===== src/rtl/mgd_pkg.sv =====
// Shared types and constants for the motion gesture detector.
`timescale 1ns / 1ps
package mgd_pkg;

   typedef enum logic [2:0] {
      ST_IDLE,
      ST_DIVIDE,
      ST_UPDATE,
      ST_MULTIPLY,
      ST_COMMIT
   } state_type;

   // One product per step on the shared multiplier.
   typedef enum logic [3:0] {
      MS_FX2, MS_FY2, MS_FZ2,
      MS_DX,  MS_DY,  MS_DZ,
      MS_VX2, MS_VY2, MS_VZ2,
      MS_D2,
      MS_AX2, MS_AY2, MS_AZ2,
      MS_T2,  MS_LIM,
      MS_FLUSH
   } mul_step_type;

   typedef struct packed {
      logic         load;
      logic         div_step;
      logic         filt_update;
      logic         mul_en;
      mul_step_type mul_step;
      logic         commit;
   } cmd_type;

   localparam logic [2:0] CSR_ORIENT_EN  = 3'd0;
   localparam logic [2:0] CSR_REF_X      = 3'd1;
   localparam logic [2:0] CSR_REF_Y      = 3'd2;
   localparam logic [2:0] CSR_REF_Z      = 3'd3;
   localparam logic [2:0] CSR_SLAP_THR   = 3'd4;
   localparam logic [2:0] CSR_SHAKE_THR  = 3'd5;

   localparam logic [1:0] SHAKE_IDLE = 2'd0;
   localparam logic [1:0] SHAKE_POS  = 2'd1;
   localparam logic [1:0] SHAKE_NEG  = 2'd2;
   localparam logic [1:0] SHAKE_COUNT = 2'd3;

   localparam logic [39:0] WIN_LO_SQ = 40'd482016 * 40'd482016;
   localparam logic [39:0] WIN_HI_SQ = 40'd803360 * 40'd803360;
   localparam logic [22:0] G2_Q16    = 23'd6302622;

   localparam logic [15:0] HOLD_MS         = 16'd400;
   localparam logic [15:0] SLAP_LOCK_MS    = 16'd500;
   localparam logic [15:0] SHAKE_SPAN_MS   = 16'd650;

   localparam logic [11:0] SLAP_THR_RESET  = 12'd640;
   localparam logic [14:0] SHAKE_THR_RESET = 15'd1792;

endpackage


===== src/rtl/mgd_controller.sv =====
// Sequencer for load, divide, filter update, multiply and commit phases.
`timescale 1ns / 1ps
module mgd_controller (
   input  logic            clock,
   input  logic            reset,
   input  logic            req_tvalid,
   output logic            req_tready,
   input  logic            rsp_tready,
   output logic            rsp_tvalid,
   output mgd_pkg::cmd_type cmd
);
   import mgd_pkg::*;

   // One divide step per axis.
   localparam int DIV_STEPS = 3;
   localparam int CNT_W     = 4;

   state_type         state_ff, state_in;
   logic [CNT_W-1:0]  count_ff, count_in;
   logic              rsp_valid_ff, rsp_valid_in;

   always_ff @(posedge clock) begin
      if (reset) begin
         state_ff     <= ST_IDLE;
         count_ff     <= '0;
         rsp_valid_ff <= 1'b0;
      end else begin
         state_ff     <= state_in;
         count_ff     <= count_in;
         rsp_valid_ff <= rsp_valid_in;
      end
   end

   always_comb begin
      state_in     = state_ff;
      count_in     = count_ff;
      cmd          = '0;
      cmd.mul_step = mul_step_type'(count_ff[3:0]);
      req_tready   = 1'b0;
      unique case (state_ff)
         ST_IDLE: begin
            req_tready = 1'b1;
            if (req_tvalid) begin
               cmd.load = 1'b1;
               count_in = '0;
               state_in = ST_DIVIDE;
            end
         end
         ST_DIVIDE: begin
            cmd.div_step = 1'b1;
            if (count_ff == CNT_W'(DIV_STEPS - 1)) begin
               count_in = '0;
               state_in = ST_UPDATE;
            end else begin
               count_in = count_ff + 1'b1;
            end
         end
         ST_UPDATE: begin
            cmd.filt_update = 1'b1;
            state_in = ST_MULTIPLY;
         end
         ST_MULTIPLY: begin
            cmd.mul_en = 1'b1;
            if (mul_step_type'(count_ff[3:0]) == MS_FLUSH) begin
               count_in = '0;
               state_in = ST_COMMIT;
            end else begin
               count_in = count_ff + 1'b1;
            end
         end
         ST_COMMIT: begin
            if (!rsp_valid_ff || rsp_tready) begin
               cmd.commit = 1'b1;
               state_in = ST_IDLE;
            end
         end
         default: state_in = ST_IDLE;
      endcase
      rsp_valid_in = cmd.commit | (rsp_valid_ff & ~rsp_tready);
   end

   assign rsp_tvalid = rsp_valid_ff;

   a_load_starts_divide: assert property (@(posedge clock) disable iff (reset)
      cmd.load |=> state_ff == ST_DIVIDE && count_ff == '0)
      else $error("load did not start the divide phase");

   a_update_after_full_divide: assert property (@(posedge clock) disable iff (reset)
      state_ff == ST_UPDATE |-> $past(state_ff) == ST_DIVIDE &&
                                $past(count_ff) == CNT_W'(DIV_STEPS - 1))
      else $error("filter update without a complete divide");

   a_commit_shows_result: assert property (@(posedge clock) disable iff (reset)
      cmd.commit |=> rsp_valid_ff)
      else $error("committed result not presented");

   a_busy_blocks_input: assert property (@(posedge clock) disable iff (reset)
      state_ff != ST_IDLE |-> !req_tready)
      else $error("input taken while busy");

endmodule


===== config.mk =====
export PLATFORM = sky130hd
export DESIGN_NAME = mgd_controller
export DESIGN_NICKNAME = d
export VERILOG_FILES = /design/src/rtl/mgd_pkg.sv /design/src/rtl/mgd_controller.sv
export SDC_FILE = /design/constraint.sdc
export NUM_CORES = 1
export LEC_CHECK = 0
export ABC_AREA = 1
export BUFFER_PORTS_ARGS = -buffer_cell sky130_fd_sc_hd__buf_2
export CELL_PAD_IN_SITES_DETAIL_PLACEMENT = 1
export CELL_PAD_IN_SITES_GLOBAL_PLACEMENT = 1
export CORE_MARGIN = 1.5
export CORE_UTILIZATION = 35
export DETAILED_ROUTE_END_ITERATION = 8
export PLACE_DENSITY_LB_ADDON = 0.12
export SLEW_MARGIN = 10
export SYNTH_ARGS = -nofsm -noshare
export SYNTH_HDL_FRONTEND = slang
export SYNTH_SLANG_ARGS = --single-unit

===== constraint.sdc =====
create_clock -name clock -period 2.8 [get_ports clock]
set_input_delay 0.42 -clock clock [delete_from_list [all_inputs] [get_ports clock]]
set_output_delay 0.42 -clock clock [all_outputs]
set_load 0.01 [all_outputs]

==> results.txt <==
Status -> complete, no violations
I/O pins -> 15
Crit path launch type -> flip-flop
PD cells -> 1020 nW/µm²
Die area -> 1770 µm²
Final Slew Violations -> 0
Endpoints failing hold -> 0
Largest net degree at the start of global routing -> 8
Max cap viols -> 0
Data required, critical path -> 2.38 ns
Final Setup Violations -> 0
Largest delay share family, worst path -> flip-flops
Slew HR -> 0.850
RR Endpoint -> state_ff[2]
# clock sinks -> 8
WS Path Type -> reg2out
IO Port Bufs -> 14
Std cell rows -> 13
Synth top area share -> 0.299
Wire per inst -> 10.4 µm
WHS Path Cells -> 2
FF-to-FF setup slack -> 1.49 ns
Iteration count of the initial detailed-routing pass -> 4
Yosys reg bits -> 8
Clock Skew -> 0.00290 ns
TritonCTS clock tree -> built
Worst Tran Pin Value -> 0.224 ns
Leakage -> 0.394 nW
Worst-path cell chain -> inv_2 -> nand2_2 -> nor2_1 -> nand2_1 -> inv_1 -> buf_2
Worst vdd rail ir drop -> 0.000429 V
CP Max Fanout -> 5
Starting Density -> 0.392
Crit path time final -> 1.58 ns
GR Util All Layers -> 0.159
Setup TNS -> 0 ns
F_max -> 0.635 GHz
Root Buffer -> clkbuf_4
Synth warn -> 0
Total chip power -> 0.650 mW
CTS Buffer Depth -> 2
Clock-pin transition on the worst setup and hold timing paths -> 0.06 ns
Ratio of cells with drive above 1 in the final layout -> 0.262
Initial antenna violation count -> 0
Min-delay worst type -> in2reg
Post-CTS Hold Buffers -> 0
Area Overhead vs Synth -> 19.4%
Crit path buf inv count -> 3
Top cells by area, synth -> dfxtp_1 30%, nand2_1 13%, inv_1 11%
# H-tree levels -> 1
CORE AREA -> 1370 µm²
Fin crit share -> 0.563
Total number of vias -> 550
Avg Cell Area, Syn -> 6.16 µm²
Netlist Area Pre-Place -> 536 µm²
Placer Congestion -> 0.713
DRT Wirelength -> 1230 µm
Yosys cell types -> 17
Post-cts sizing count -> 0
Setup bufs post-CTS -> 0
Vias/cell -> 4.66
Grt ovf -> 0
N_diodes -> 0
Hold path start -> reset
Die H -> 42.1 µm
Worst path slowest cell -> dfxtp_1
First-pass GRT wire length -> 2250 µm
Syn_nets -> 93
Vias in the first global route -> 537
Residual DRC count -> 0
Antenna-violating nets left -> 0
Nets -> 111
RSZ-0062 raised after global routing -> no
Crit end category -> primary output
Die Span X -> 42.1 µm
Register area share after synthesis -> 0.299
Synth area leader -> dfxtp_1
Worst Hold Path EP -> count_ff[3]
Largest stage delay on the critical path -> 0.34 ns
R2R cell count -> 8
Placement Cell Area -> 617 µm²
Worst skew pair latency -> 0.24 ns
Synthesized instance count -> 87
Dpl hpwl -> 1070 µm
CP Data Arrival Time -> 1.16 ns
Final instance area -> 639 µm²
Total clock buffers created by CTS -> 3
Iter 0 DRT Violations -> 9
Reg2Reg Launch Point -> count_ff[1]
-- cells in the final DEF, fill, tap and decap left out --
| cell type | count |
|---|---|
| nand2_1 | 19 |
| inv_1 | 16 |
| nor2_1 | 16 |
| buf_2 | 14 |
| dfxtp_1 | 8 |
| nand3_1 | 7 |
| inv_2 | 4 |
| nand2_2 | 3 |
| a21oi_1 | 3 |
| clkbuf_4 | 3 |
| xor2_1 | 2 |
| ha_1 | 2 |
| nand3_2 | 1 |
| o211ai_1 | 1 |
| nand2_4 | 1 |
| o21ai_1 | 1 |
| nor2_4 | 1 |
| o21ai_0 | 1 |
-- how the worst max path moves through the flow --
stage	start	endpoint	slack [ns]	depth (start not counted)
finish	state_ff[2]	cmd[8]	1.22	6
global route	state_ff[2]	cmd[8]	1.13	6
CTS	state_ff[2]	cmd[8]	1.20	6
detailed placement	rsp_tready	state_ff[1]	1.44	8
global placement	rsp_tready	state_ff[1]	1.47	8
floorplan	state_ff[2]	cmd[8]	1.52	5
-- report_power, final --
part | switching, mW | internal, mW
registers | 0.0399 | 0.148
clock network | 0.0361 | 0.0489
logic | 0.243 | 0.135
-- per-layer routing --
layer,vias to the layer above,global-route usage,part of all wire
met5,-,0,0
li1,291,-,-
met4,0,0.0563,0.0081
met1,251,0.218,0.48
met3,2,0.0129,0.021
met2,6,0.259,0.49
-- Yosys cell counts --
cell type,number
nand3_2,1
nand2_1,19
xor2_1,2
dfxtp_1,8
nor2_1,16
nand2_4,1
o21ai_0,1
nand2_2,3
o21ai_1,1
inv_1,16
ha_1,2
inv_2,4
o211ai_1,1
nand3_1,7
buf_4,1
a21oi_1,3
nor2_4,1
-- state kept, by name, summed over array words and instances, names as in the netlist --
register    cells
rsp_tvalid      1
count_ff        4
state_ff        3
-- metrics by stage --
stage               utilization  std cells  hold slack [ns]  worst slack [ns]
floorplan                     -         87            0.489              1.52
global placement          0.451        115            0.501              1.47
detailed placement        0.451        115            0.515              1.44
CTS                       0.468        118            0.358              1.20
global route              0.468        118            0.362              1.13
finish                    0.468        118            0.361              1.22
-- layout make-up --
cell class	count	area [µm²]
clock buffers	3	22.5
fillers	202	727
inverters	20	75.1
multi-input cells	58	293
flip-flops and latches	8	160
well taps	15	18.8
repair buffers	14	70.1
-- logic make-up after synthesis --
| kind of cell | count (synthesis) | share of synthesized area |
|---|---|---|
| AOI/OAI and AO/OA | 6 | 0.0607 |
| xor gates and xnor gates | 2 | 0.0327 |
| and+or+nand+nor | 48 | 0.407 |
| buffers and inverters | 21 | 0.154 |
| adders and majority gates | 2 | 0.0467 |
| DFF | 8 | 0.299 |
No activity file was read; power rests on OpenSTA's default activity.
